### src/rtl/core/rmie_pkg.sv
`default_nettype none
package rmie_pkg;
  localparam int NUM_PROCS = 8;
  localparam int PID_W = 3;
  localparam int PEER_W = 4;
  localparam int ADDR_W = 32;
  localparam int ST_W = 3;
  localparam int CNT_W = 4;

  localparam logic [1:0] CMD_SEND = 2'd0;
  localparam logic [1:0] CMD_RECV = 2'd1;
  localparam logic [1:0] CMD_INT = 2'd2;

  localparam logic [PEER_W-1:0] PEER_ANY = 4'd8;
  localparam logic [PEER_W-1:0] PEER_INT = 4'd9;
  localparam logic [PEER_W-1:0] NO_TASK = 4'd10;
  localparam logic [PEER_W-1:0] LIST_END = 4'd8;

  localparam logic [ST_W-1:0] ST_COPIED = 3'd0;
  localparam logic [ST_W-1:0] ST_BLOCKED = 3'd1;
  localparam logic [ST_W-1:0] ST_INT_DELIVERED = 3'd2;
  localparam logic [ST_W-1:0] ST_INT_PENDING = 3'd3;
  localparam logic [ST_W-1:0] ST_DEADLOCK = 3'd4;
  localparam logic [ST_W-1:0] ST_INVALID = 3'd5;

  // controller -> datapath operations
  localparam logic [3:0] OP_NONE = 4'd0;
  localparam logic [3:0] OP_LOAD = 4'd1;
  localparam logic [3:0] OP_DECIDE = 4'd2;
  localparam logic [3:0] OP_CHAIN = 4'd3;
  localparam logic [3:0] OP_SEND_CHK = 4'd4;
  localparam logic [3:0] OP_APPEND = 4'd5;
  localparam logic [3:0] OP_RECV_CHK = 4'd6;
  localparam logic [3:0] OP_UNLINK = 4'd7;
  localparam logic [3:0] OP_BLOCK_RX = 4'd8;

  typedef struct packed {
    logic [3:0] op;
  } ctl_t;

  typedef struct packed {
    logic done;   // current phase finished
    logic fin;    // result is final
    logic [2:0] nxt; // next phase selector
  } sts_t;

  localparam logic [2:0] NX_CHAIN = 3'd0;
  localparam logic [2:0] NX_SEND_CHK = 3'd1;
  localparam logic [2:0] NX_APPEND = 3'd2;
  localparam logic [2:0] NX_RECV_CHK = 3'd3;
  localparam logic [2:0] NX_UNLINK = 3'd4;
  localparam logic [2:0] NX_BLOCK_RX = 3'd5;
endpackage
`default_nettype wire

### src/rtl/core/rmie_if.sv
`default_nettype none
interface rmie_req_if;
  logic valid;
  logic ready;
  logic [1:0] cmd;
  logic [rmie_pkg::PID_W-1:0] caller;
  logic [rmie_pkg::PEER_W-1:0] peer;
  logic [rmie_pkg::ADDR_W-1:0] msg_addr;
  modport source (output valid, cmd, caller, peer, msg_addr, input ready);
  modport sink (input valid, cmd, caller, peer, msg_addr, output ready);
endinterface

interface rmie_rsp_if;
  logic valid;
  logic ready;
  logic [rmie_pkg::ST_W-1:0] status;
  logic [rmie_pkg::ADDR_W-1:0] copy_dst;
  logic [rmie_pkg::ADDR_W-1:0] copy_src;
  logic woken_valid;
  logic [rmie_pkg::PID_W-1:0] woken_pid;
  modport source (output valid, status, copy_dst, copy_src, woken_valid, woken_pid,
                  input ready);
  modport sink (input valid, status, copy_dst, copy_src, woken_valid, woken_pid,
                output ready);
endinterface
`default_nettype wire

### src/rtl/core/rendezvous_message_ipc_engine_unit.sv
`default_nettype none
// channel | dir | handshake   | payload
// req     | in  | valid/ready | cmd, caller, peer, msg_addr
// rsp     | out | valid/ready | status, copy_dst, copy_src, woken_valid, woken_pid
// One item at a time: load, decide, then, where needed, a chain or queue walk
// (one entry per cycle).
// The result sits in an output register; the next item is taken only once the
// result is taken, so a held result stalls the input.
// Synchronous reset clears all per-process state and the handshake.
module rendezvous_message_ipc_engine_unit (
  input wire logic clk,
  input wire logic rst,
  rmie_req_if.sink req,
  rmie_rsp_if.source rsp
);
  rmie_pkg::ctl_t ctl;
  rmie_pkg::sts_t sts;
  logic out_load;

  rmie_ctrl u_ctrl (
    .clk(clk), .rst(rst),
    .in_valid(req.valid), .in_ready(req.ready),
    .out_valid(rsp.valid), .out_ready(rsp.ready),
    .out_load(out_load),
    .ctl(ctl), .sts(sts)
  );

  rmie_dp u_dp (
    .clk(clk), .rst(rst), .ctl(ctl), .sts(sts),
    .in_cmd(req.cmd), .in_caller(req.caller), .in_peer(req.peer),
    .in_addr(req.msg_addr), .out_load(out_load),
    .status(rsp.status), .copy_dst(rsp.copy_dst), .copy_src(rsp.copy_src),
    .woken_valid(rsp.woken_valid), .woken_pid(rsp.woken_pid)
  );
endmodule
`default_nettype wire

### src/rtl/core/rmie_ctrl.sv
`default_nettype none
module rmie_ctrl (
  input  wire logic clk,
  input  wire logic rst,
  input  wire logic in_valid,
  output logic in_ready,
  output logic out_valid,
  input  wire logic out_ready,
  output logic out_load,
  output rmie_pkg::ctl_t ctl,
  input  wire rmie_pkg::sts_t sts
);
  localparam logic [3:0] S_IDLE = 4'd0;
  localparam logic [3:0] S_DECIDE = 4'd1;
  localparam logic [3:0] S_CHAIN = 4'd2;
  localparam logic [3:0] S_SEND_CHK = 4'd3;
  localparam logic [3:0] S_APPEND = 4'd4;
  localparam logic [3:0] S_RECV_CHK = 4'd5;
  localparam logic [3:0] S_UNLINK = 4'd6;
  localparam logic [3:0] S_BLOCK_RX = 4'd7;
  localparam logic [3:0] S_OUT = 4'd8;

  logic [3:0] state, state_next;

  function automatic logic [3:0] phase(input logic [2:0] n);
    case (n)
      rmie_pkg::NX_CHAIN:    phase = S_CHAIN;
      rmie_pkg::NX_SEND_CHK: phase = S_SEND_CHK;
      rmie_pkg::NX_APPEND:   phase = S_APPEND;
      rmie_pkg::NX_RECV_CHK: phase = S_RECV_CHK;
      rmie_pkg::NX_UNLINK:   phase = S_UNLINK;
      default:               phase = S_BLOCK_RX;
    endcase
  endfunction

  // output register stays valid until taken; next item accepted alongside
  assign in_ready = (state == S_IDLE) && (!out_valid || out_ready);

  // result moves into the output register when it is free
  assign out_load = (state == S_OUT) && (!out_valid || out_ready);

  always_comb begin
    state_next = state;
    ctl.op = rmie_pkg::OP_NONE;
    case (state)
      S_IDLE: begin
        if (in_valid && in_ready) begin
          ctl.op = rmie_pkg::OP_LOAD;
          state_next = S_DECIDE;
        end
      end
      S_DECIDE:   ctl.op = rmie_pkg::OP_DECIDE;
      S_CHAIN:    ctl.op = rmie_pkg::OP_CHAIN;
      S_SEND_CHK: ctl.op = rmie_pkg::OP_SEND_CHK;
      S_APPEND:   ctl.op = rmie_pkg::OP_APPEND;
      S_RECV_CHK: ctl.op = rmie_pkg::OP_RECV_CHK;
      S_UNLINK:   ctl.op = rmie_pkg::OP_UNLINK;
      S_BLOCK_RX: ctl.op = rmie_pkg::OP_BLOCK_RX;
      S_OUT: begin
        if (!out_valid || out_ready) state_next = S_IDLE;
      end
      default: state_next = S_IDLE;
    endcase
    if (state != S_IDLE && state != S_OUT && sts.done)
      state_next = sts.fin ? S_OUT : phase(sts.nxt);
  end

  always_ff @(posedge clk) begin
    if (rst) begin
      state <= S_IDLE;
      out_valid <= 1'b0;
    end else begin
      state <= state_next;
      if (state == S_OUT && (!out_valid || out_ready)) out_valid <= 1'b1;
      else if (out_ready) out_valid <= 1'b0;
    end
  end
endmodule
`default_nettype wire

### src/rtl/core/rmie_dp.sv
`default_nettype none
module rmie_dp (
  input  wire logic clk,
  input  wire logic rst,
  input  wire rmie_pkg::ctl_t ctl,
  output rmie_pkg::sts_t sts,
  input  wire logic [1:0] in_cmd,
  input  wire logic [rmie_pkg::PID_W-1:0] in_caller,
  input  wire logic [rmie_pkg::PEER_W-1:0] in_peer,
  input  wire logic [rmie_pkg::ADDR_W-1:0] in_addr,
  input  wire logic out_load,
  output logic [rmie_pkg::ST_W-1:0] status,
  output logic [rmie_pkg::ADDR_W-1:0] copy_dst,
  output logic [rmie_pkg::ADDR_W-1:0] copy_src,
  output logic woken_valid,
  output logic [rmie_pkg::PID_W-1:0] woken_pid
);
  localparam int N = rmie_pkg::NUM_PROCS;
  localparam int PW = rmie_pkg::PID_W;
  localparam int QW = rmie_pkg::PEER_W;
  localparam int AW = rmie_pkg::ADDR_W;

  // per-process state
  logic [N-1:0] f_send, f_recv, ipend;
  logic [PW-1:0] tgt [N];
  logic [QW-1:0] rsrc [N];
  logic [AW-1:0] pbuf [N];
  logic [QW-1:0] qhead [N];
  logic [QW-1:0] qnext [N];

  // latched request and working registers
  logic [1:0] cmd;
  logic [PW-1:0] me;
  logic [QW-1:0] peer;
  logic [AW-1:0] addr;
  logic [QW-1:0] p, prev;
  logic [rmie_pkg::CNT_W-1:0] n;

  // result being built
  logic [rmie_pkg::ST_W-1:0] r_st;
  logic [AW-1:0] r_dst, r_src;
  logic r_wv;
  logic [PW-1:0] r_wp;

  logic peer_pid, p_pid;
  logic [PW-1:0] pi, peer_i;
  assign peer_pid = peer < QW'(N);
  assign p_pid = p < QW'(N);
  assign pi = p[PW-1:0];
  assign peer_i = peer[PW-1:0];

  logic nend;
  assign nend = n == rmie_pkg::CNT_W'(N);

  always_comb begin
    sts = '0;
    case (ctl.op)
      rmie_pkg::OP_DECIDE: begin
        sts.done = 1'b1;
        if (cmd == rmie_pkg::CMD_INT || cmd > 2'd2 || f_send[me] || f_recv[me]
            || peer == {1'b0, me}) sts.fin = 1'b1;
        else if (cmd == rmie_pkg::CMD_SEND) begin
          if (!peer_pid) sts.fin = 1'b1;
          else sts.nxt = rmie_pkg::NX_CHAIN;
        end else begin
          if (!(peer_pid || peer == rmie_pkg::PEER_ANY || peer == rmie_pkg::PEER_INT))
            sts.fin = 1'b1;
          else if (ipend[me] && (peer == rmie_pkg::PEER_ANY || peer == rmie_pkg::PEER_INT))
            sts.fin = 1'b1;
          else sts.nxt = rmie_pkg::NX_RECV_CHK;
        end
      end
      rmie_pkg::OP_CHAIN: begin
        sts.done = 1'b1;
        if (nend || !p_pid || !f_send[pi]) sts.nxt = rmie_pkg::NX_SEND_CHK;
        else if (tgt[pi] == me) sts.fin = 1'b1;
        else sts.done = 1'b0;
      end
      rmie_pkg::OP_SEND_CHK: begin
        sts.done = 1'b1;
        if (f_recv[peer_i] && (rsrc[peer_i] == rmie_pkg::PEER_ANY || rsrc[peer_i] == {1'b0, me}))
          sts.fin = 1'b1;
        else sts.nxt = rmie_pkg::NX_APPEND;
      end
      rmie_pkg::OP_APPEND: begin
        sts.done = !p_pid || nend || !(qnext[pi] < QW'(N));
        sts.fin = 1'b1;
      end
      rmie_pkg::OP_RECV_CHK: begin
        sts.done = 1'b1;
        if (peer == rmie_pkg::PEER_ANY) begin
          sts.nxt = (qhead[me] < QW'(N)) ? rmie_pkg::NX_UNLINK : rmie_pkg::NX_BLOCK_RX;
        end else if (peer_pid && f_send[peer_i] && tgt[peer_i] == me)
          sts.nxt = rmie_pkg::NX_UNLINK;
        else sts.nxt = rmie_pkg::NX_BLOCK_RX;
      end
      rmie_pkg::OP_UNLINK: begin
        sts.done = 1'b1;
        if (nend || !p_pid) sts.nxt = rmie_pkg::NX_BLOCK_RX;
        else if (p == peer) sts.fin = 1'b1;
        else sts.done = 1'b0;
      end
      rmie_pkg::OP_BLOCK_RX: begin
        sts.done = 1'b1;
        sts.fin = 1'b1;
      end
      default: sts = '0;
    endcase
  end

  always_ff @(posedge clk) begin
    if (rst) begin
      f_send <= '0;
      f_recv <= '0;
      ipend <= '0;
      for (int i = 0; i < N; i++) begin
        tgt[i] <= '0;
        rsrc[i] <= rmie_pkg::NO_TASK;
        pbuf[i] <= '0;
        qhead[i] <= rmie_pkg::LIST_END;
        qnext[i] <= rmie_pkg::LIST_END;
      end
    end else begin
      case (ctl.op)
        rmie_pkg::OP_LOAD: begin
          cmd <= in_cmd; me <= in_caller; peer <= in_peer; addr <= in_addr;
          r_st <= rmie_pkg::ST_INVALID; r_dst <= '0; r_src <= '0;
          r_wv <= 1'b0; r_wp <= '0;
        end
        rmie_pkg::OP_DECIDE: begin
          n <= '0;
          p <= peer;
          if (cmd == rmie_pkg::CMD_INT) begin
            if (f_recv[me] && (rsrc[me] == rmie_pkg::PEER_INT || rsrc[me] == rmie_pkg::PEER_ANY))
            begin
              r_st <= rmie_pkg::ST_INT_DELIVERED; r_dst <= pbuf[me];
              r_wv <= 1'b1; r_wp <= me;
              pbuf[me] <= '0; ipend[me] <= 1'b0; f_recv[me] <= 1'b0;
              rsrc[me] <= rmie_pkg::NO_TASK;
            end else begin
              ipend[me] <= 1'b1;
              r_st <= rmie_pkg::ST_INT_PENDING;
            end
          end else if (cmd == rmie_pkg::CMD_RECV && !f_send[me] && !f_recv[me]
                       && peer != {1'b0, me} && ipend[me]
                       && (peer == rmie_pkg::PEER_ANY || peer == rmie_pkg::PEER_INT)) begin
            ipend[me] <= 1'b0;
            r_st <= rmie_pkg::ST_INT_DELIVERED; r_dst <= addr;
          end
        end
        rmie_pkg::OP_CHAIN: begin
          if (!nend && p_pid && f_send[pi]) begin
            if (tgt[pi] == me) r_st <= rmie_pkg::ST_DEADLOCK;
            p <= {1'b0, tgt[pi]};
            n <= n + 1'b1;
          end
        end
        rmie_pkg::OP_SEND_CHK: begin
          n <= '0;
          p <= qhead[peer_i];
          if (f_recv[peer_i] && (rsrc[peer_i] == rmie_pkg::PEER_ANY
              || rsrc[peer_i] == {1'b0, me})) begin
            r_st <= rmie_pkg::ST_COPIED; r_dst <= pbuf[peer_i]; r_src <= addr;
            r_wv <= 1'b1; r_wp <= peer_i;
            pbuf[peer_i] <= '0; f_recv[peer_i] <= 1'b0;
            rsrc[peer_i] <= rmie_pkg::NO_TASK;
          end else begin
            f_send[me] <= 1'b1; tgt[me] <= peer_i; pbuf[me] <= addr;
            qnext[me] <= rmie_pkg::LIST_END;
            r_st <= rmie_pkg::ST_BLOCKED;
          end
        end
        rmie_pkg::OP_APPEND: begin
          // walk to the tail, then link the caller
          if (!p_pid) qhead[peer_i] <= {1'b0, me};
          else if (nend || !(qnext[pi] < QW'(N))) qnext[pi] <= {1'b0, me};
          else begin
            p <= qnext[pi];
            n <= n + 1'b1;
          end
        end
        rmie_pkg::OP_RECV_CHK: begin
          n <= '0;
          prev <= rmie_pkg::LIST_END;
          p <= qhead[me];
          if (peer == rmie_pkg::PEER_ANY) peer <= qhead[me];
        end
        rmie_pkg::OP_UNLINK: begin
          if (!nend && p_pid) begin
            if (p == peer) begin
              if (prev < QW'(N)) qnext[prev[PW-1:0]] <= qnext[pi];
              else qhead[me] <= qnext[pi];
              qnext[pi] <= rmie_pkg::LIST_END;
              r_st <= rmie_pkg::ST_COPIED; r_dst <= addr; r_src <= pbuf[pi];
              r_wv <= 1'b1; r_wp <= pi;
              pbuf[pi] <= '0; f_send[pi] <= 1'b0; tgt[pi] <= '0;
            end else begin
              prev <= p;
              p <= qnext[pi];
              n <= n + 1'b1;
            end
          end
        end
        rmie_pkg::OP_BLOCK_RX: begin
          f_recv[me] <= 1'b1; pbuf[me] <= addr; rsrc[me] <= peer;
          r_st <= rmie_pkg::ST_BLOCKED;
        end
        default: ;
      endcase
    end
  end

  // output register
  always_ff @(posedge clk) begin
    if (out_load) begin
      status <= r_st; copy_dst <= r_dst; copy_src <= r_src;
      woken_valid <= r_wv; woken_pid <= r_wp;
    end
  end
endmodule
`default_nettype wire

### src/flat_wrapper.sv
// flat-port wrapper written by rule: the top's interface ports become plain ports
module rendezvous_message_ipc_engine_unit_flat 
  (clk, rst, req_valid, req_cmd, req_caller, req_peer, req_msg_addr, req_ready, rsp_valid, rsp_status, rsp_copy_dst, rsp_copy_src, rsp_woken_valid, rsp_woken_pid, rsp_ready);
  rmie_req_if req_i ();
  rmie_rsp_if rsp_i ();
  input wire logic clk;
  input wire logic rst;
  input wire logic [$bits(req_i.valid)-1:0] req_valid;
  input wire logic [$bits(req_i.cmd)-1:0] req_cmd;
  input wire logic [$bits(req_i.caller)-1:0] req_caller;
  input wire logic [$bits(req_i.peer)-1:0] req_peer;
  input wire logic [$bits(req_i.msg_addr)-1:0] req_msg_addr;
  output wire logic [$bits(req_i.ready)-1:0] req_ready;
  output wire logic [$bits(rsp_i.valid)-1:0] rsp_valid;
  output wire logic [$bits(rsp_i.status)-1:0] rsp_status;
  output wire logic [$bits(rsp_i.copy_dst)-1:0] rsp_copy_dst;
  output wire logic [$bits(rsp_i.copy_src)-1:0] rsp_copy_src;
  output wire logic [$bits(rsp_i.woken_valid)-1:0] rsp_woken_valid;
  output wire logic [$bits(rsp_i.woken_pid)-1:0] rsp_woken_pid;
  input wire logic [$bits(rsp_i.ready)-1:0] rsp_ready;
  assign req_i.valid = req_valid;
  assign req_i.cmd = req_cmd;
  assign req_i.caller = req_caller;
  assign req_i.peer = req_peer;
  assign req_i.msg_addr = req_msg_addr;
  assign req_ready = req_i.ready;
  assign rsp_valid = rsp_i.valid;
  assign rsp_status = rsp_i.status;
  assign rsp_copy_dst = rsp_i.copy_dst;
  assign rsp_copy_src = rsp_i.copy_src;
  assign rsp_woken_valid = rsp_i.woken_valid;
  assign rsp_woken_pid = rsp_i.woken_pid;
  assign rsp_i.ready = rsp_ready;
  rendezvous_message_ipc_engine_unit u_core (.clk(clk), .rst(rst), .req(req_i), .rsp(rsp_i));
endmodule
### config.mk
export PLATFORM = sky130hd
export DESIGN_NAME = rendezvous_message_ipc_engine_unit_flat
export DESIGN_NICKNAME = d
export VERILOG_FILES = /design/src/rtl/core/rmie_pkg.sv /design/src/rtl/core/rmie_if.sv /design/src/rtl/core/rendezvous_message_ipc_engine_unit.sv /design/src/rtl/core/rmie_ctrl.sv /design/src/rtl/core/rmie_dp.sv /design/src/flat_wrapper.sv
export SDC_FILE = /design/constraint.sdc
export NUM_CORES = 1
export LEC_CHECK = 0
export BUFFER_PORTS_ARGS = -buffer_cell sky130_fd_sc_hd__buf_4
export CORE_MARGIN = 1
export CORE_UTILIZATION = 40
export CTS_CLUSTER_SIZE = 24
export DETAILED_ROUTE_END_ITERATION = 10
export PLACE_DENSITY = 0.65
export SETUP_SLACK_MARGIN = 0.2
export SYNTH_ARGS = -nofsm -noshare
export SYNTH_HDL_FRONTEND = slang
export SYNTH_HIERARCHICAL = 1
export SYNTH_SLANG_ARGS = --single-unit
### constraint.sdc
create_clock -name clk -period 6.5 [get_ports clk]
set_input_delay 0.325 -clock clk [delete_from_list [all_inputs] [get_ports clk]]
set_output_delay 0.325 -clock clk [all_outputs]
set_load 0.03 [all_outputs]
==> reports/metrics.cfg, run 1 <==
[yosys]
yosys.area.top_type=edfxtp_1
synth_top_family_by_area=multiplexers
yosysSeqAreaShare_pct=56.6
synth_cell_types=80
synth_mux_area_share_pct=21.6
synth_edf_count=571
synth-simple-area-share_pct=11.4
synth.top_cell.area_share_pct=54.2
syn_area_per_cell_um2=13.7
async_flop_share_pct=0
syn-instance-count=2318
synth_area_um2=31700
synthFlopType=edfxtp_1
syn-num-nets=2365
yosysWarnings=6
ys_top_cells_by_area=edfxtp_1 54%, mux4_2 17%, nor2_1 4.5%
synth_xor_area_share_pct=0.636
synthAdderAreaFrac_pct=0.0790
synth_compound_area_share_pct=6.61
ys_ff_latch=609

[final_layout]
utilization_pct=46.2
layout_common_cells=571 x edfxtp_1, 382 x nor2_1, 237 x mux4_2
nets=2479
multiInputGateArea_um2=12800
final_area_um2=36000
drive_above_1_share_pct=23.6
seq_area_um2=17900
num_antenna_cells=0
num-fill-cells=6797
syn_to_final_growth_pct=13.7
layout_commonest_cell=edfxtp_1

[sta]
grt_setup_unrepaired=no
slew_headroom_pct=9.01
clock.fmax_mhz=202
fin_tns_setup_ns=0
report.final.setup_viol=0
min_period_ns=4.94
drv_slew=0
tightestPinTransition_ns=1.35
finClkSkew_ns=0.0353
final_hold_viol_count=0
fin_crit_sh_pct=76.1

[placed_design]
io_buffer_count=117
dp_hpwl_um=58200
place.gp.congestion=0.957
placed_area_um2=33500

[clock_tree]
insertion_delay_ns=0.63
post_cts_resized=0
clkTransAtPathRegs_ns=0.06
ctsRootBufferMaster=clkbuf_16
numCtsBuffers=68
cts_tree=yes
htree_levels=3
cts_num_sinks=609
clk_path_buf_depth=3
holdBufCountCts=41
cts_setup_buffers=0

[setup_path]
crit_type=reg -> reg
endpoint_kind=flop
required_ns=6.85
cpMaxStageDelayCell=o31ai_1
crit_top_cell=nand2_1
crit_buf_inv=2
start_kind=flop
cpPeakStageDelay_ns=1.01
arrival_ns=5.30
crit_chain=nand2b_1, nand2_1, a211oi_2, nor2b_1, nand2_1, clkinv_1, nand2_1, buf_4, nor2_1, o31ai_1, nor3_1, or2_2
critPathMaxFanout=33
cp_top_family=compound AO/OA/AOI/OAI gates

[die]
dieArea_um2=80300
dieWidth_um=283
io_pins=118
initial_core_util_pct=40.7
coreArea_um2=77800
die_h_um=283
num_rows=102

[global_routing]
antenna_found_initial=0
grt_pass1_vias=22100
grt_usage_pct=23.3
grt_overflow=0
grt_max_degree=72
grt_pass1_wl_um=140000

[power_and_ir_drop]
seqPwrFrac_pct=41.1
internal-power_w=0.00879
p_per_area_nw_per_um2=373
pwr-share-clk_pct=27.4
p_comb_share_pct=31.5
vdd_drop_max_uv=233
switching_share_pct=34.6
p_switching_w=0.00465
p_leak_nw=12.0

[detailed_routing]
drt_iter0_drc=2629
drc_errors=0
via_per_inst=6.16
routedWlPerCell_um=26.7
first_pass_iters=5
vias=21700
routed_wl_um=93900
ant_nets=0

[run]
maxCapViolations=0

[min_path]
hold_class=in -> reg

[outcome]
status=finished, final reports clean

==> per-layer routing <==
metal	vias up	global-route usage [%]	wire length, um
met5	-	0	0
met4	0	8.81	3170
met3	213	3.82	8630
met2	1274	39.8	46700
met1	11000	29.8	35400
li1	9212	-	-
==> cells in the mapped netlist, drive strengths merged, types with 27 or more instances <==
cell type  number
a21oi          92
and3           27
buf            79
clkbuf         97
dfxtp          38
edfxtp        571
mux2i         132
mux4          237
nand2         180
nand3          34
nor2          383
nor3           37
o21ai          94
==> power groups by stage <==
| stage | sequential, W | clock [W] | combinational, W |
|---|---|---|---|
| floorplan | 0.00509 | 0 | 0.00327 |
| global placement | 0.00557 | 0 | 0.00412 |
| detailed placement | 0.00560 | 0 | 0.00418 |
| CTS | 0.00552 | 0.00376 | 0.00421 |
| global route | 0.00559 | 0.00391 | 0.00445 |
| finish | 0.00552 | 0.00368 | 0.00424 |
==> cell type report <==
class / instances / area share [%]
sequential: 609 / 49.8
multi-input combinational: 1513 / 35.6
clock buffer: 85 / 4.97
timing repair buffer: 220 / 4.87
tap: 1040 / 3.62
clock inverter: 37 / 0.887
inverter: 20 / 0.209
==> cell families (layout without fill, tap and decap cells) <==
family	Yosys count	after routing
buffers and inverters	196	362
xor gates and xnor gates	23	23
adders and majority gates	2	2
DFF	609	609
AOI/OAI and AO/OA	315	315
muxes	383	383
and+or+nand+nor	790	790
==> path summary, 6_finish.rpt <==
kind / start / endpoint / slack [ns] / cells after the start
hold / removal: rst / u_core/u_ctrl/state[1] / 0.09 / 2
hold reg to reg: u_core/u_dp/r_src[16] / u_core/u_dp/copy_src[16] / 0.40 / 0
setup reg to reg: u_core/u_ctrl/out_valid / u_core/u_dp/rsrc[3][3] / 1.56 / 12
setup / recovery: u_core/u_ctrl/out_valid / u_core/u_dp/rsrc[3][3] / 1.56 / 12
==> worst register-to-register path, stage by stage, from the launching register on <==
cell      delay, ns
dfxtp_1        0.31
nand2b_1       0.17
nand2_1        0.10
a211oi_2       0.88
nor2b_1        0.18
nand2_1        0.31
clkinv_1       0.25
nand2_1        0.14
buf_4          0.52
nor2_1         0.16
o31ai_1        1.01
nor3_1         0.24
or2_2          0.41
==> per-stage QoR <==
step                std cells  hold slack (ns)  worst slack (ns)  power (W)
floorplan                2318            0.394              1.51    0.00837
global placement         3361            0.402              1.66    0.00970
detailed placement       3361            0.405              1.58    0.00977
CTS                      3524           0.0553              1.71     0.0135
global route             3524           0.0969              1.36     0.0139
finish                   3524           0.0926              1.56     0.0134
==> registers in the layout (all words and copies together) (netlist names), 2 cells and up, named ones only <==
register,count
u_core/u_dp/prev,4
u_core/u_dp/peer,4
u_core/u_dp/r_dst,32
u_core/u_dp/qhead,32
u_core/u_dp/r_wp,3
u_core/u_dp/rsrc,32
u_core/u_dp/n,4
u_core/u_dp/p,4
u_core/u_dp/status,3
u_core/u_dp/f_send,8
u_core/u_dp/tgt,24
u_core/u_dp/r_src,32
u_core/u_dp/copy_dst,32
u_core/u_dp/pbuf,256
u_core/u_dp/woken_pid,3
u_core/u_dp/copy_src,32
u_core/u_dp/addr,32
u_core/u_dp/me,3
u_core/u_dp/cmd,2
u_core/u_dp/f_recv,8
u_core/u_dp/qnext,32
u_core/u_ctrl/state,4
u_core/u_dp/r_st,3
Power figures use the tool's default switching activity.
==> run 2: changes to the inputs <==
==> constraint.sdc (replaced) <==
create_clock -name clk -period 4.66 [get_ports clk]
set_input_delay 0.233 -clock clk [delete_from_list [all_inputs] [get_ports clk]]
set_output_delay 0.233 -clock clk [all_outputs]
set_load 0.03 [all_outputs]
==> run 2 against run 1 <==
  * Worst setup slack lost 1.1 ns
  * Clock power grew 45%
  * Total power grew 41%
  * Die area is the same
  * Clock-buffer cell count shrank 4
  * Non-clock buffer count grew 25
==> reports/metrics.cfg, run 2 (synthesized netlist as in run 1, its figures left out) <==
[placed_design]
io_buffer_count=117  ; unchanged
place.gp.congestion=0.925  ; -3.3%
placed_area_um2=33700  ; +0.77%
dp_hpwl_um=56800  ; -2.4%

[final_layout]
drive_above_1_share_pct=24.3  ; +0.71 points
num_antenna_cells=0  ; unchanged
seq_area_um2=17900  ; unchanged
layout_common_cells=571 x edfxtp_1, 382 x nor2_1, 237 x mux4_2
layout_commonest_cell=edfxtp_1
largest_reg_flops=256  ; unchanged
largest_register=u_core/u_dp/pbuf
multiInputGateArea_um2=12800  ; about the same
syn_to_final_growth_pct=14.8
final_area_um2=36300  ; +0.97%
nets=2504  ; +1.0%
num-fill-cells=6794  ; -0.044%

[sta]
finClkSkew_ns=0.0217  ; -0.0136 ns
clock.fmax_mhz=238  ; +18%
slew_headroom_pct=17.7  ; +8.7 points
final_hold_viol_count=0  ; unchanged
min_period_ns=4.20  ; -0.745 ns
tightestPinTransition_ns=1.22  ; -0.130 ns
fin_crit_sh_pct=90.1  ; +14 points
fin_tns_setup_ns=0  ; unchanged
grt_setup_unrepaired=no
report.final.setup_viol=0  ; unchanged
drv_slew=0  ; unchanged

[die]
initial_core_util_pct=40.7  ; unchanged
die_h_um=283  ; unchanged
io_pins=118  ; unchanged
num_rows=102  ; unchanged
coreArea_um2=77800  ; unchanged
dieArea_um2=80300  ; unchanged
dieWidth_um=283  ; unchanged

[min_path]
hold_class=in -> reg

[run]
maxCapViolations=0  ; unchanged

[setup_path]
crit_type=reg -> reg
critPathMaxFanout=47  ; +42%
arrival_ns=4.49  ; -0.81 ns
endpoint_kind=flop
cpMaxStageDelayCell=buf_4
start_kind=flop
required_ns=4.95  ; -1.90 ns
crit_chain=nand2_1, xor2_1, nor2_1, buf_4, and2b_1, and2_2, buf_4, o31ai_1, a21o_1, nand2b_1, o31ai_1, a211o_1
cpPeakStageDelay_ns=0.67  ; -0.34 ns

[detailed_routing]
wl_met1_um=35200  ; -0.55%
first_pass_iters=5  ; unchanged
met3WireLength_um=8360  ; -3.2%
drt_iter0_drc=2518  ; -4.2%
routedWlPerCell_um=25.8  ; -3.2%
routed_wl_um=91600  ; -2.5%
wl_met2_um=44800  ; -4.1%
via_per_inst=6.08  ; -1.2%
ant_nets=0  ; unchanged
vias=21600  ; -0.48%
drc_errors=0  ; unchanged
highest_layer=met5

[clock_tree]
numCtsBuffers=68  ; unchanged
insertion_delay_ns=0.62  ; about the same
ctsRootBufferMaster=clkbuf_16
htree_levels=3  ; unchanged
clkTransAtPathRegs_ns=0.05  ; about the same
cts_num_sinks=609  ; unchanged
cts_tree=yes
clk_path_buf_depth=3  ; unchanged

[outcome]
status=finished, final reports clean

[global_routing]
grt_max_degree=65  ; -9.7%
grt_pass1_vias=21800  ; -1.6%
grt_overflow=0  ; unchanged
grt_pass1_wl_um=136000  ; -2.8%
grt_usage_pct=22.6  ; -0.74 points
antenna_found_initial=1  ; +1

[power_and_ir_drop]
vdd_drop_max_uv=288  ; +23%
p_per_area_nw_per_um2=522  ; +40%
p_leak_nw=12.2  ; +1.7%

## run 2: cell count changes in the layout (fill, tap and decap cells not counted)
cell        delta
clkinvlp_4     -4
inv_16         -1
clkinv_8       +1
buf_4         +20
clkinv_1       +5
nor3b_4        +1
buf_12         +5
clkbuf_1       -3
nor3b_2        -1
bufinv_16      +5
clkinvlp_2     -1
clkbuf_16      -1
## run 2: power breakdown
part / leakage, nW / internal (W) / switching, W / total, W
Combinational: 5.19 / 0.00269 / 0.00357 / 0.00626
Clock: 1.08 / 0.00310 / 0.00223 / 0.00533
Sequential: 5.89 / 0.00679 / 0.000570 / 0.00736
Total: 12.2 / 0.0126 / 0.00636 / 0.0190
## run 2: what timing repair did
| item | CTS | global route |
|---|---|---|
| hold buffers | 41 | 0 |
| resized for setup | 0 | 0 |
| setup buffers | 0 | 0 |
| endpoints found under the hold margin | 47 | 0 |
## run 2: stage by stage
step	util (%)	setup slack (ns)	cells	total power, W	hold slack (ns)
global placement	43.3	0.631	3386	0.0136	0.402
floorplan	-	0.534	2318	0.0117	0.302
detailed placement	43.3	0.548	3386	0.0137	0.405
finish	46.7	0.461	3550	0.0190	0.0344
global route	46.7	0.229	3550	0.0197	0.0909
CTS	46.7	0.529	3550	0.0190	0.00497
## run 2: routing by layer
layer,up-vias,global-route usage (%)
met2,1179,37.6
li1,9273,-
met3,224,3.80
met1,10900,29.5
met4,2,8.73
met5,-,0
## run 2: path summary, 6_finish.rpt
kind	start	endpoint	slack, ns	cells past startpoint
worst max register to register	u_core/u_ctrl/state[0]	u_core/u_dp/qnext[0][2]	0.46	12
worst max-delay path	u_core/u_ctrl/state[0]	u_core/u_dp/qnext[0][2]	0.46	12
worst min-delay path	rsp_ready	u_core/u_ctrl/out_valid	0.03	3
worst min register to register	u_core/u_dp/r_dst[10]	u_core/u_dp/copy_dst[10]	0.41	0
## run 2: final cells by class
| class | instances | area share [%] |
|---|---|---|
| clock buffers | 81 | 4.82 |
| clock inverters | 42 | 1.24 |
| inverters | 20 | 0.207 |
| multi-input cells | 1513 | 35.3 |
| flip-flops and latches | 609 | 49.4 |
| well taps | 1040 | 3.58 |
| repair buffers | 245 | 5.52 |
## run 2: critical path: cells and delay by family (launching register included)
family                    cells  cell delay [ns]
AOI/OAI and AO/OA             4             1.33
xor gates and xnor gates      1             0.16
buffers and inverters         2             0.84
DFF                           1             0.47
and+or+nand+nor               5             1.06
==> run 3: changes to the inputs <==
--- a/config.mk
+++ b/config.mk
@@ -6,10 +6,11 @@
 export NUM_CORES = 1
 export LEC_CHECK = 0
 export BUFFER_PORTS_ARGS = -buffer_cell sky130_fd_sc_hd__buf_4
-export CORE_MARGIN = 1
+export CORE_ASPECT_RATIO = 1.5
 export CORE_UTILIZATION = 40
 export CTS_CLUSTER_SIZE = 24
 export DETAILED_ROUTE_END_ITERATION = 10
+export HOLD_SLACK_MARGIN = 0.15
 export PLACE_DENSITY = 0.65
 export SETUP_SLACK_MARGIN = 0.2
 export SYNTH_ARGS = -nofsm -noshare
==> run 3 against run 2 <==
  * Register-to-register slack gained 0.03 ns
  * Final cell count shrank 0.70%
  * Cell area shrank 0.38%
  * Hold slack gained 0.27 ns
  * Clock skew is essentially flat
  * Global-route usage grew 0.61 points
  * Combinational power is essentially flat
  * Critical path type unchanged
  * Largest power group unchanged
==> reports/metrics.cfg, run 3 (synthesized netlist as in run 1, its figures left out) <==
[outcome]
status=finished, final reports clean

[clock_tree]
cts_setup_buffers=0  ; unchanged
clkTransAtPathRegs_ns=0.07  ; +0.02 ns
ctsRootBufferMaster=clkbuf_16
htree_levels=2  ; -1
cts_tree=yes
insertion_delay_ns=0.65  ; +0.03 ns
cts_num_sinks=609  ; unchanged
numCtsBuffers=59  ; -13%
clk_path_buf_depth=3  ; unchanged

[detailed_routing]
drt_iter0_drc=1923  ; -24%
ant_nets=0  ; unchanged
first_pass_iters=6  ; +1
routed_wl_um=93500  ; +2.1%
drc_errors=0  ; unchanged
routedWlPerCell_um=26.5  ; +2.8%
via_per_inst=6.16  ; +1.2%
vias=21700  ; +0.51%

[sta]
finalWorstSetupSlack_ns=0.490  ; +0.0297 ns
fin_tns_setup_ns=0  ; unchanged
final_hold_viol_count=0  ; unchanged
fin_crit_sh_pct=89.5  ; -0.64 points
slew_headroom_pct=19.1  ; +1.3 points
report.final.setup_viol=0  ; unchanged
finClkSkew_ns=0.0219  ; +0.000119 ns
grt_setup_unrepaired=no
clock.fmax_mhz=240  ; +0.71%
tightestPinTransition_ns=1.20  ; -0.0201 ns
min_period_ns=4.17  ; -0.0297 ns
drv_slew=0  ; unchanged

[run]
maxCapViolations=0  ; unchanged

[global_routing]
use_met3_pct=3.80  ; -0.0042 points
grt_pass1_vias=22800  ; +4.7%
grt_max_degree=72  ; +11%
met1_usage_pct=24.3  ; -5.2 points
grt_usage_pct=23.2  ; +0.61 points
grt-busiest-layer=met2
antenna_found_initial=1  ; unchanged
grt_overflow=0  ; unchanged
use_met2_pct=42.6  ; +5.0 points
grt_pass1_wl_um=139000  ; +2.0%

[final_layout]
final_cells=3525  ; -0.70%
num_antenna_cells=0  ; unchanged
drive_above_1_share_pct=23.9  ; -0.39 points
layout_common_cells=571 x edfxtp_1, 382 x nor2_1, 237 x mux4_2
largest_register=u_core/u_dp/pbuf
multiInputGateArea_um2=12800  ; unchanged
num-fill-cells=6957  ; +2.4%
largest_reg_flops=256  ; unchanged
seq_area_um2=17900  ; unchanged
final_area_um2=36200  ; -0.38%
layout_commonest_cell=edfxtp_1
nets=2498  ; -0.24%
syn_to_final_growth_pct=14.3

[die]
coreArea_um2=78500  ; +0.85%
dieWidth_um=232  ; -18%
dieArea_um2=80300  ; about the same
initial_core_util_pct=40.3  ; -0.34 points
io_pins=118  ; unchanged
num_rows=126  ; +24%
die_h_um=347  ; +22%

[placed_design]
dp.cells=3370  ; -0.47%
io_buffer_count=117  ; unchanged
placed_area_um2=33800  ; +0.16%
dpl_worst_slack_ns=0.568  ; +0.0200 ns
place.gp.congestion=0.926  ; +0.11%
dp_hpwl_um=60700  ; +6.9%

[setup_path]
critPathMaxFanout=47  ; unchanged
required_ns=5.00  ; +0.05 ns
start_kind=flop
crit_type=reg -> reg
endpoint_kind=flop
arrival_ns=4.51  ; +0.02 ns

[power_and_ir_drop]
p_per_area_nw_per_um2=515  ; -1.4%
p_leak_nw=12.1  ; -0.74%
vdd_drop_max_uv=354  ; +23%

[min_path]
hold_class=in -> reg

[run 3: stage by stage]
stage / hold slack (ns) / utilization [%] / total power, W
floorplan: 0.302 / - / 0.0117
global placement: 0.401 / 43.0 / 0.0136
detailed placement: 0.405 / 43.0 / 0.0137
CTS: 0.280 / 46.1 / 0.0187
global route: 0.297 / 46.1 / 0.0193
finish: 0.306 / 46.1 / 0.0186
[run 3: cell type report]
cell class | count | share of cell area (%)
flip-flops and latches | 609 | 49.5
multi-input cells | 1513 | 35.4
repair buffers | 248 | 5.83
clock buffers | 71 | 4.32
well taps | 1024 | 3.54
clock inverters | 40 | 1.14
inverters | 20 | 0.207
[run 3: repair_timing]
action                                 CTS  global route
endpoints found under the hold margin   50             0
resized for setup                        0             0
hold buffers                            44             0
[run 3: routing by layer]
metal	share of wire [%]	wire, um
met1	33	31000
met3	7.0	6530
met5	0.014	13
met2	53	49800
met4	6.6	6120
[run 3: final timing paths]
check,startpoint,endpoint,slack (ns),cells past startpoint
worst max-delay path,u_core/u_ctrl/state[0],u_core/u_dp/qnext[0][1],0.49,11
worst min-delay path,req_msg_addr[3],u_core/u_dp/addr[3],0.31,2
worst max register to register,u_core/u_ctrl/state[0],u_core/u_dp/qnext[0][1],0.49,11
worst min register to register,u_core/u_dp/r_src[4],u_core/u_dp/copy_src[4],0.41,0
[run 3: critical path, cell delays in order, from the launching register on]
cell,delay (ns)
dfxtp_1,0.46
nand2_1,0.12
xor2_1,0.16
nor2_1,0.45
and2b_1,0.35
and2_2,0.20
buf_4,0.62
o31ai_1,0.18
a21o_1,0.34
nand2b_1,0.31
o31ai_1,0.39
a211o_1,0.29
[run 3: power breakdown]
| part | internal (W) | switching, W | leakage (nW) |
|---|---|---|---|
| Sequential | 0.00679 | 0.000660 | 5.89 |
| Clock | 0.00283 | 0.00211 | 0.954 |
| Combinational | 0.00269 | 0.00355 | 5.23 |
